==> config.mk <==
export PLATFORM = sky130hd
export DESIGN_NAME = windowed_sound_alarm_detector
export DESIGN_NICKNAME = d
export VERILOG_FILES = /design/src/sv/wsad_pkg.sv /design/src/sv/wsad_ctrl.sv /design/src/sv/wsad_dp.sv /design/src/sv/windowed_sound_alarm_detector.sv
export SDC_FILE = /design/constraint.sdc
export NUM_CORES = 1
export LEC_CHECK = 0
export BUFFER_PORTS_ARGS = -buffer_cell sky130_fd_sc_hd__buf_2
export CORE_MARGIN = 2
export CORE_UTILIZATION = 55
export CTS_BUF_LIST = sky130_fd_sc_hd__clkbuf_2 sky130_fd_sc_hd__clkbuf_4 sky130_fd_sc_hd__clkbuf_8
export DETAILED_ROUTE_END_ITERATION = 8
export PLACE_DENSITY = 0.76
export SYNTH_ARGS = -nofsm -noshare
export SYNTH_HDL_FRONTEND = slang
export SYNTH_SLANG_ARGS = --single-unit
==> constraint.sdc <==
create_clock -name clk -period 15.1 [get_ports clk]
set_input_delay 1.51 -clock clk [delete_from_list [all_inputs] [get_ports clk]]
set_output_delay 1.51 -clock clk [all_outputs]
set_load 0.02 [all_outputs]
==> src/sv/wsad_pkg.sv <==
// Shared constants and controller/datapath handshake types for the
// windowed sound alarm detector. No dependencies.
`default_nettype none

package wsad_pkg;

	// Window depth and derived widths
	localparam int WINDOW  = 40;
	localparam int SLOT_W  = (WINDOW > 1) ? $clog2(WINDOW) : 1;
	localparam int LEVEL_W = 8;
	localparam int TIME_W  = 32;
	localparam int SUM_W   = $clog2(WINDOW * 255 + 1);
	localparam int MTHR_W  = 8;
	localparam int PTHR_W  = 8;
	localparam int IVL_W   = 16;

	// Stream word widths
	localparam int IN_W  = 40;
	localparam int OUT_W = 16;

	// Configuration port
	localparam int CFG_IDX_W  = 2;
	localparam int CFG_DATA_W = 16;
	localparam logic [CFG_IDX_W-1:0] REG_MEAN_THR = 2'd0;
	localparam logic [CFG_IDX_W-1:0] REG_PEAK_THR = 2'd1;
	localparam logic [CFG_IDX_W-1:0] REG_INTERVAL = 2'd2;

	// Reset values of the configuration registers
	localparam logic [MTHR_W-1:0] MEAN_THR_RST = 8'd20;
	localparam logic [PTHR_W-1:0] PEAK_THR_RST = 8'd40;
	localparam logic [IVL_W-1:0]  INTERVAL_RST = 16'd50;

	// Controller to datapath commands
	typedef struct packed {
		logic load_in;  // capture the input word
		logic check;    // evaluate elapsed time, clear scan state
		logic rd_slot;  // read the entry at the write slot
		logic update;   // store sample, update sum, slot and time
		logic scan_rd;  // read next entry for the peak scan
		logic finish;   // load the output register
	} wsad_cmd_t;

	// Datapath to controller status
	typedef struct packed {
		logic take;      // elapsed time exceeds the interval
		logic scan_last; // scan index is at the last entry
		logic out_busy;  // output register holds an untaken word
	} wsad_sts_t;

endpackage

`default_nettype wire

==> src/sv/wsad_ctrl.sv <==
// Sequencing state machine of the windowed sound alarm detector.
// Depends on wsad_pkg for the command and status structs.
`default_nettype none

module wsad_ctrl (
	input  wire                 clk,
	input  wire                 arst_n,
	input  wire                 in_valid,
	output logic                in_ready,
	input  wsad_pkg::wsad_sts_t sts,
	output wsad_pkg::wsad_cmd_t cmd
);
	import wsad_pkg::*;

	localparam logic [2:0] S_IDLE   = 3'd0;
	localparam logic [2:0] S_CHECK  = 3'd1;
	localparam logic [2:0] S_UPDATE = 3'd2;
	localparam logic [2:0] S_SCAN   = 3'd3;
	localparam logic [2:0] S_DRAIN  = 3'd4;
	localparam logic [2:0] S_DONE   = 3'd5;

	logic [2:0] state_q;
	logic [2:0] state_d;

	assign in_ready = (state_q == S_IDLE);

	// Next state and commands
	always_comb begin
		state_d = state_q;
		cmd     = '0;
		case (state_q)
			S_IDLE: begin
				if (in_valid) begin
					cmd.load_in = 1'b1;
					state_d     = S_CHECK;
				end
			end
			S_CHECK: begin
				cmd.check = 1'b1;
				if (sts.take) begin
					cmd.rd_slot = 1'b1;
					state_d     = S_UPDATE;
				end else begin
					state_d = S_SCAN;
				end
			end
			S_UPDATE: begin
				cmd.update = 1'b1;
				state_d    = S_SCAN;
			end
			S_SCAN: begin
				cmd.scan_rd = 1'b1;
				if (sts.scan_last) begin
					state_d = S_DRAIN;
				end
			end
			S_DRAIN: begin
				state_d = S_DONE;
			end
			S_DONE: begin
				if (!sts.out_busy) begin
					cmd.finish = 1'b1;
					state_d    = S_IDLE;
				end
			end
			default: begin
				state_d = S_IDLE;
			end
		endcase
	end

	// State register
	always_ff @(posedge clk or negedge arst_n) begin
		if (!arst_n) begin
			state_q <= S_IDLE;
		end else begin
			state_q <= state_d;
		end
	end

endmodule

`default_nettype wire

==> src/sv/wsad_dp.sv <==
// Datapath of the windowed sound alarm detector: sample ring memory,
// running sum, write slot, peak scan and output register. Uses wsad_pkg.
`default_nettype none

module wsad_dp (
	input  wire                                clk,
	input  wire                                arst_n,
	input  wire  [wsad_pkg::IN_W-1:0]          in_data,
	input  wire  [wsad_pkg::MTHR_W-1:0]        mean_thr,
	input  wire  [wsad_pkg::PTHR_W-1:0]        peak_thr,
	input  wire  [wsad_pkg::IVL_W-1:0]         interval,
	input  wsad_pkg::wsad_cmd_t                cmd,
	output wsad_pkg::wsad_sts_t                sts,
	output logic                               out_valid,
	input  wire                                out_ready,
	output logic [wsad_pkg::OUT_W-1:0]         out_data
);
	import wsad_pkg::*;

	logic [LEVEL_W-1:0] mem [WINDOW];
	logic [WINDOW-1:0]  valid_q;

	logic [TIME_W-1:0]  time_q;
	logic [LEVEL_W-1:0] level_q;
	logic [TIME_W-1:0]  last_time_q;
	logic [SUM_W-1:0]   sum_q;
	logic [SLOT_W-1:0]  slot_q;
	logic [SLOT_W-1:0]  scan_idx_q;
	logic [LEVEL_W-1:0] peak_q;
	logic               take_q;
	logic [LEVEL_W-1:0] rd_data_q;
	logic               rd_valid_q;
	logic               scan_pend_s1;
	logic               out_vld_q;
	logic [OUT_W-1:0]   out_data_q;

	logic [TIME_W-1:0]  elapsed;
	logic               take;
	logic [SLOT_W-1:0]  rd_addr;
	logic               rd_en;
	logic [LEVEL_W-1:0] rd_eff;
	logic [SLOT_W-1:0]  slot_next;
	logic [SUM_W-1:0]   mean_lim;
	logic               alarm;

	// Elapsed time since the last stored sample, modulo 2^32
	assign elapsed = time_q - last_time_q;
	assign take    = elapsed > {{(TIME_W-IVL_W){1'b0}}, interval};

	assign rd_en   = cmd.rd_slot | cmd.scan_rd;
	assign rd_addr = cmd.scan_rd ? scan_idx_q : slot_q;
	assign rd_eff  = rd_valid_q ? rd_data_q : '0;

	assign slot_next = (slot_q == SLOT_W'(WINDOW - 1)) ? '0 : slot_q + 1'b1;

	assign mean_lim = SUM_W'(mean_thr) * SUM_W'(WINDOW);
	assign alarm    = (sum_q > mean_lim) && (peak_q > peak_thr);

	assign sts.take      = take;
	assign sts.scan_last = (scan_idx_q == SLOT_W'(WINDOW - 1));
	assign sts.out_busy  = out_vld_q & ~out_ready;

	assign out_valid = out_vld_q;
	assign out_data  = out_data_q;

	// Ring memory: one write port, one registered read port
	always_ff @(posedge clk) begin
		if (cmd.update) begin
			mem[slot_q] <= level_q;
		end
		if (rd_en) begin
			rd_data_q <= mem[rd_addr];
		end
	end

	// Entry valid bits: an unwritten entry reads as zero
	always_ff @(posedge clk or negedge arst_n) begin
		if (!arst_n) begin
			valid_q    <= '0;
			rd_valid_q <= 1'b0;
		end else begin
			if (cmd.update) begin
				valid_q[slot_q] <= 1'b1;
			end
			if (rd_en) begin
				rd_valid_q <= valid_q[rd_addr];
			end
		end
	end

	// Capture the input word and the store decision
	always_ff @(posedge clk) begin
		if (cmd.load_in) begin
			time_q  <= in_data[TIME_W-1:0];
			level_q <= in_data[TIME_W +: LEVEL_W];
		end
		if (cmd.check) begin
			take_q <= take;
		end
	end

	// Window state: sum, write slot, time of last store
	always_ff @(posedge clk or negedge arst_n) begin
		if (!arst_n) begin
			sum_q       <= '0;
			slot_q      <= '0;
			last_time_q <= '0;
		end else if (cmd.update) begin
			sum_q       <= sum_q - SUM_W'(rd_eff) + SUM_W'(level_q);
			slot_q      <= slot_next;
			last_time_q <= time_q;
		end
	end

	// Peak scan: issue one read a cycle, compare its data in the cycle after the read
	always_ff @(posedge clk or negedge arst_n) begin
		if (!arst_n) begin
			scan_pend_s1 <= 1'b0;
		end else begin
			scan_pend_s1 <= cmd.scan_rd;
		end
	end

	always_ff @(posedge clk) begin
		if (cmd.check) begin
			scan_idx_q <= '0;
			peak_q     <= '0;
		end else begin
			if (cmd.scan_rd) begin
				scan_idx_q <= scan_idx_q + 1'b1;
			end
			if (scan_pend_s1 && (rd_eff > peak_q)) begin
				peak_q <= rd_eff;
			end
		end
	end

	// Output register: hold until taken
	always_ff @(posedge clk or negedge arst_n) begin
		if (!arst_n) begin
			out_vld_q <= 1'b0;
		end else if (cmd.finish) begin
			out_vld_q <= 1'b1;
		end else if (out_ready) begin
			out_vld_q <= 1'b0;
		end
	end

	always_ff @(posedge clk) begin
		if (cmd.finish) begin
			out_data_q <= {{(OUT_W-2-LEVEL_W){1'b0}}, peak_q, take_q, alarm};
		end
	end

endmodule

`default_nettype wire

==> src/sv/windowed_sound_alarm_detector.sv <==
// Top level of the windowed sound alarm detector: configuration registers,
// controller and datapath. Depends on wsad_pkg, wsad_ctrl and wsad_dp.
//
// Channel   Direction  Handshake                    Word
// s_axis    in         s_axis_tvalid/s_axis_tready  time_ms[31:0], sound_level[39:32]
// m_axis    out        m_axis_tvalid/m_axis_tready  alarm[0], sample_taken[1], window_peak[9:2]
// cfg       in         cfg_valid/cfg_ready          cfg_index: register, cfg_data: value
//
// One word at a time: each word passes CHECK, UPDATE (only when the sample
// is stored), a serial peak scan over the single read port of the sample
// ring, DRAIN and DONE before the next word is taken.
// Reset clears the sum, slot, time and the per-entry valid bits at once.
// A waiting result stalls only the final step; the next word is taken as
// soon as the result has moved to the output register.
`default_nettype none

module windowed_sound_alarm_detector (
	input  wire                                   clk,
	input  wire                                   arst_n,
	input  wire                                   s_axis_tvalid,
	output logic                                  s_axis_tready,
	// [31:0] time_ms, [39:32] sound_level
	input  wire  [wsad_pkg::IN_W-1:0]             s_axis_tdata,
	output logic                                  m_axis_tvalid,
	input  wire                                   m_axis_tready,
	// [0] alarm, [1] sample_taken, [9:2] window_peak, [15:10] zero
	output logic [wsad_pkg::OUT_W-1:0]            m_axis_tdata,
	input  wire                                   cfg_valid,
	output logic                                  cfg_ready,
	input  wire  [wsad_pkg::CFG_IDX_W-1:0]        cfg_index,
	input  wire  [wsad_pkg::CFG_DATA_W-1:0]       cfg_data
);
	import wsad_pkg::*;

	logic [MTHR_W-1:0] mean_thr_q;
	logic [PTHR_W-1:0] peak_thr_q;
	logic [IVL_W-1:0]  interval_q;
	wsad_cmd_t         cmd;
	wsad_sts_t         sts;

	assign cfg_ready = 1'b1;

	// Configuration registers; unknown indexes are dropped
	always_ff @(posedge clk or negedge arst_n) begin
		if (!arst_n) begin
			mean_thr_q <= MEAN_THR_RST;
			peak_thr_q <= PEAK_THR_RST;
			interval_q <= INTERVAL_RST;
		end else if (cfg_valid) begin
			case (cfg_index)
				REG_MEAN_THR: mean_thr_q <= cfg_data[MTHR_W-1:0];
				REG_PEAK_THR: peak_thr_q <= cfg_data[PTHR_W-1:0];
				REG_INTERVAL: interval_q <= cfg_data[IVL_W-1:0];
				default: begin
				end
			endcase
		end
	end

	wsad_ctrl u_ctrl (
		.clk      (clk),
		.arst_n   (arst_n),
		.in_valid (s_axis_tvalid),
		.in_ready (s_axis_tready),
		.sts      (sts),
		.cmd      (cmd)
	);

	wsad_dp u_dp (
		.clk       (clk),
		.arst_n    (arst_n),
		.in_data   (s_axis_tdata),
		.mean_thr  (mean_thr_q),
		.peak_thr  (peak_thr_q),
		.interval  (interval_q),
		.cmd       (cmd),
		.sts       (sts),
		.out_valid (m_axis_tvalid),
		.out_ready (m_axis_tready),
		.out_data  (m_axis_tdata)
	);

	// One word in flight: no second accept right after an accept
	a_one_in_flight: assert property (@(posedge clk) disable iff (!arst_n)
		(s_axis_tvalid && s_axis_tready) |=> !s_axis_tready)
		else $error("input accepted while a word is in progress");

	// A new result appears only as the controller returns to idle
	a_result_at_idle: assert property (@(posedge clk) disable iff (!arst_n)
		$rose(m_axis_tvalid) |-> s_axis_tready)
		else $error("result raised while controller busy");

	// An alarm needs a nonzero peak
	a_alarm_peak: assert property (@(posedge clk) disable iff (!arst_n)
		(m_axis_tvalid && m_axis_tdata[0]) |-> (m_axis_tdata[9:2] != '0))
		else $error("alarm with zero window peak");

endmodule

`default_nettype wire

==> results by stage <==
STA:
- Setup violations remaining at the end of the flow were counted as 0.
- The final critical-path setup slack is ~9700 ps.
- The transition time at the pin with the least slew margin is ~1100 ps.
- The hold violation count in the final report is 0.
- The headroom to the max-slew limit is 0.260.
- Hold timing on the final database bottoms out at a slack of 420 ps.
- Summed over all failing endpoints, the final setup total negative slack is 0 ps.
- Timing would allow up to about 190 MHz.
- The max-slew violation count came to 0.
- The post-route minimum period is between 5000 and 6000 ps.
- Clock skew on the completed layout was measured at roughly 23 ps.
- The portion of the clock cycle consumed by the worst path in the final layout is 0.357.
- Setup repair after global routing left no endpoint under its margin.

Final layout:
- The sequential cell area is 14,900 sq um.
- The multi-input combinational cells in the finished layout cover a total of about 8600 sq um.
- Summing all non-filler instances in the final layout gives an area of 27,100 sq um.
- The final core utilization is 0.615.
- The fill cell instance count of the final layout is around 3,300.
- The fraction of final layout cells sized beyond drive strength 1 is 0.226.
- Compared with the post-synthesis result, the final layout area differs by 10.8%.
- The number of antenna diodes in the final layout is 0.
- For this run, the post-layout net count is between 2,000 and 2,500.

GRT:
- Across every metal layer, demand over resource in global routing totals 0.235.
- The initial antenna violation count is 0.
- The via count of the first global-routing pass is 15,200.
- The global-route wire length before repair is 83.8 mm.
- Summed over all layers, the global routing overflow is 0.
- The maximum number of pins on one net before global-route repair is 73.

Placement:
- The final weighted congestion in routability-driven placement is around 0.90.
- The half-perimeter wire length after placement is around 34 mm.
- Once placement finished, the instance area stood at between 20,000 and 30,000 sq um.
- The number of input and output port buffers inserted is 74.
- The setup slack at placement is 9730 ps.

Route:
- The count of routing violations after the opening detailed-route iteration is 1,295.
- The number of vias per cell is slightly below 6.
- The total wirelength of the detailed-routed design is between 50 and 60 mm.
- The routed layout has approximately 15,000 vias.
- The number of detailed-route iterations in the first pass is 5.
- The average detailed-routed wire length per instance is 20.8 um.
- The residual antenna-violating net count after detailed routing is 0.
- The remaining design rule violation count is 0.

Power:
- For this design the static power due to leakage is 0.0106 uW.
- Of the total power, the share spent switching nets is 0.356.
- The worst IR drop on VDD is approximately 120 uV.
- The part of the total power dissipated in the clock network is 0.253.
- Of the total power, registers draw 0.348.
- The total net switching power is between 1500 and 2000 uW.
- The ratio of total power to cell area is ~180 nW/um^2.
- Of the total power, combinational logic draws 0.399.
- The internal power of the cells totals roughly 3200 uW.

Critical path:
- Along the worst path, the maximum fanout reaches 8.
- For the worst setup path, the data required time is roughly 15,000 ps.
- The endpoint class of the critical path is a register.
- The category of the critical setup timing path is reg2reg.
- The reg2reg setup slack is just under 10,000 ps.
- The worst setup path is launched from a register.
- The cell count of the worst reg-to-reg path is 22.
- The data arrival at the endpoint of the critical path is between 5000 and 6000 ps.

Synthesis:
- After synthesis, the cell types taking the most area are sky130_fd_sc_hd__edfxtp_1 47%, sky130_fd_sc_hd__dfrtp_1 13%, sky130_fd_sc_hd__mux4_2 8.1%.
- The area share of the largest cell type after synthesis is 0.466.
- The average footprint of a synthesized cell is ~14 sq um.
- Among all flip-flop cells after synthesis, the most frequent one is sky130_fd_sc_hd__edfxtp_1.
- The cell count after synthesis is about 1,800.
- The share of flip-flops with an asynchronous set or reset after synthesis is 0.249.
- The number of distinct standard cells referenced by the synthesized netlist is 82.
- During synthesis, Yosys emitted a total of 0 warnings.
- The combined area of all synthesized cells is between 20,000 and 25,000 sq um.
- Of all cell types, the one taking the most synthesized area is sky130_fd_sc_hd__edfxtp_1.
- The flop and latch count out of synthesis is 523.
- The share of synthesized area occupied by flip-flops and latches is 0.611.
- The synthesized design contains between 300 and 400 enable-type register cells.

CTS:
- The sink count of the clock tree is 523.
- TritonCTS built the clock tree.
- The later pin in the worst-skew pair is clocked with a latency of approximately 670 ps.
- After clock tree synthesis, the repair step resized 0 gates.
- The count of hold buffers inserted by post-cts repair is 0.
- The clock passes through at most 3 buffers.
- The post-CTS repair timing setup buffer count is 0.
- Clock-pin slew was measured on the worst setup and hold paths at roughly 60 ps.
- CTS built an H-tree with a depth of 3.
- Clock tree synthesis inserted a total of between 80 and 90 buffers.
- Clock tree synthesis selected as its root buffer the cell sky130_fd_sc_hd__clkbuf_8.

Status:
- The run finished with clean final reports.

Min path:
- The number of cells on the worst hold path is 0.
- The class of the tightest hold or removal check is reg2reg.

Floorplanning:
- The placeable core area is ~44,000 sq um.
- The starting utilization of the core area is 0.555.
- The die outline width is around 210 um.
- The I/O pin count is a little over 80.
- From bottom edge to top edge, the die measures about 210 um.
- The floorplan step defined a die boundary enclosing approximately 46,000 sq um.
- The placement row count is 77.

Run:
- The max-capacitance violation count is 0.
-- worst max-delay path, stage by stage, from the launching register on --
cell and delay (ps):
sky130_fd_sc_hd__edfxtp_1 410, sky130_fd_sc_hd__ha_1 370, sky130_fd_sc_hd__o21a_1 220, sky130_fd_sc_hd__o211ai_1 280
sky130_fd_sc_hd__a21o_1 200, sky130_fd_sc_hd__nand2_1 80, sky130_fd_sc_hd__and2_1 170, sky130_fd_sc_hd__o21a_1 170
sky130_fd_sc_hd__nor2_1 150, sky130_fd_sc_hd__o21bai_1 80, sky130_fd_sc_hd__a21oi_1 170, sky130_fd_sc_hd__xnor2_1 90
sky130_fd_sc_hd__ha_1 300, sky130_fd_sc_hd__nand4_1 120, sky130_fd_sc_hd__or4_1 540, sky130_fd_sc_hd__nor2_1 180
sky130_fd_sc_hd__o311ai_1 100, sky130_fd_sc_hd__nor4_1 310, sky130_fd_sc_hd__nand4_1 190, sky130_fd_sc_hd__nor4_4 180
sky130_fd_sc_hd__nand4_2 170, sky130_fd_sc_hd__o41ai_4 400, sky130_fd_sc_hd__inv_1 230
-- final cells by class --
| type | count | share of cell area |
|---|---|---|
| clock buffers | 134 | 0.0594 |
| repair buffers | 93 | 0.0192 |
| multi-input cells | 1055 | 0.318 |
| flip-flops and latches | 523 | 0.551 |
| well taps | 592 | 0.0274 |
| inverters | 132 | 0.0183 |
| clock inverters | 19 | 0.00615 |
-- path summary, 6_finish.rpt --
check | startpoint | to
min in group asynchronous | arst_n | interval_q[14]$_DFFE_PN0P_
worst min-delay path | u_dp.take_q$_DFFE_PP_ | u_dp.out_data[1]$_DFFE_PP_
max in group asynchronous | arst_n | u_dp.valid_q[0]$_DFFE_PN0P_
worst min register to register | u_dp.take_q$_DFFE_PP_ | u_dp.out_data[1]$_DFFE_PP_
worst max register to register | u_dp.time_q[6]$_DFFE_PP_ | u_dp.rd_data_q[7]$_DFFE_PP_
worst max-delay path | u_dp.time_q[6]$_DFFE_PP_ | u_dp.rd_data_q[7]$_DFFE_PP_
-- power groups by stage --
stage                     registers, uW  logic, uW  clock network, uW
after floorplan                    1730       1580                  0
after global placement             1760       1930                  0
after detailed placement           1760       1970                  0
after CTS                          1730       1990               1280
after global routing               1750       2190               1340
final                              1730       1980               1260
-- cells in the final DEF, fill, tap and decap left out, types with 13 or more instances in the layout --
cell type | netlist | routed
sky130_fd_sc_hd__mux2_2 | 33 | 33
sky130_fd_sc_hd__ha_1 | 102 | 102
sky130_fd_sc_hd__nor3_1 | 16 | 15
sky130_fd_sc_hd__a211oi_1 | 15 | 15
sky130_fd_sc_hd__clkbuf_8 | 0 | 96
sky130_fd_sc_hd__or2_2 | 44 | 44
sky130_fd_sc_hd__a21o_1 | 26 | 26
sky130_fd_sc_hd__mux4_2 | 88 | 88
sky130_fd_sc_hd__nor2_1 | 89 | 89
sky130_fd_sc_hd__nand3_1 | 30 | 30
sky130_fd_sc_hd__nor2b_1 | 13 | 13
sky130_fd_sc_hd__nand4_1 | 17 | 17
sky130_fd_sc_hd__and3_1 | 13 | 13
sky130_fd_sc_hd__nand2_1 | 188 | 188
sky130_fd_sc_hd__edfxtp_1 | 379 | 379
sky130_fd_sc_hd__buf_4 | 8 | 19
sky130_fd_sc_hd__clkbuf_4 | 0 | 38
sky130_fd_sc_hd__a21oi_1 | 73 | 73
sky130_fd_sc_hd__dfrtp_1 | 123 | 123
sky130_fd_sc_hd__mux2i_1 | 20 | 19
sky130_fd_sc_hd__o21ai_0 | 75 | 75
sky130_fd_sc_hd__buf_2 | 18 | 73
sky130_fd_sc_hd__xnor2_1 | 25 | 25
sky130_fd_sc_hd__dfxtp_1 | 14 | 14
sky130_fd_sc_hd__and2_1 | 21 | 20
sky130_fd_sc_hd__inv_1 | 132 | 132
-- cell usage after synthesis (13+ instances only) --
library cell and n:
sky130_fd_sc_hd__xnor2_1 25, sky130_fd_sc_hd__nor2b_1 13, sky130_fd_sc_hd__nand3_1 30, sky130_fd_sc_hd__edfxtp_1 379
sky130_fd_sc_hd__dfrtp_1 123, sky130_fd_sc_hd__clkbuf_1 35, sky130_fd_sc_hd__mux2_2 33, sky130_fd_sc_hd__mux2i_1 20
sky130_fd_sc_hd__nor2_1 89, sky130_fd_sc_hd__o21ai_0 75, sky130_fd_sc_hd__nor3_1 16, sky130_fd_sc_hd__a21o_1 26
sky130_fd_sc_hd__and3_1 13, sky130_fd_sc_hd__mux4_2 88, sky130_fd_sc_hd__nand2_1 188, sky130_fd_sc_hd__and2_1 21
sky130_fd_sc_hd__ha_1 102, sky130_fd_sc_hd__a21oi_1 73, sky130_fd_sc_hd__a211oi_1 15, sky130_fd_sc_hd__inv_1 132
sky130_fd_sc_hd__or2_2 44, sky130_fd_sc_hd__buf_2 18, sky130_fd_sc_hd__nand4_1 17, sky130_fd_sc_hd__dfxtp_1 14
-- state kept, by name, indices dropped and copies added, names as in the netlist, 3 cells and up --
name and flops:
peak_thr_q 8, u_dp.time_q 32, u_dp.slot_q 6, u_dp.valid_q 40, interval_q 16, u_dp.rd_data_q 8, u_dp.mem 320, mean_thr_q 8
u_dp.scan_idx_q 6, u_ctrl.state_q 3, u_dp.out_data 10, u_dp.peak_q 8, u_dp.level_q 8, u_dp.sum_q 14, u_dp.last_time_q 32
-- metrics by stage --
step | total power, uW | std cells
3_3_place_gp | 3680 | 2395
6_report | 4980 | 2548
4_1_cts | 5000 | 2548
2_1_floorplan | 3310 | 1784
3_5_place_dp | 3740 | 2395
5_1_grt | 5280 | 2548
-- layer usage --
metal | vias up | part of all wire | global-route usage
met4 | 0 | 0.029 | 0.0840
met2 | 552 | 0.49 | 0.383
li1 | 6792 | - | -
met1 | 7437 | 0.41 | 0.317
met5 | - | 0 | 0
met3 | 112 | 0.071 | 0.0461
-- kinds of logic after synthesis --
group                      share of synthesized area
AOI/OAI and AO/OA                             0.0787
xor gates and xnor gates                      0.0136
adders and majority gates                     0.0604
buffers and inverters                         0.0380
DFF                                            0.611
muxes                                          0.107
other                                       0.000307
and+or+nand+nor                               0.0911
Power figures use the tool's default switching activity.
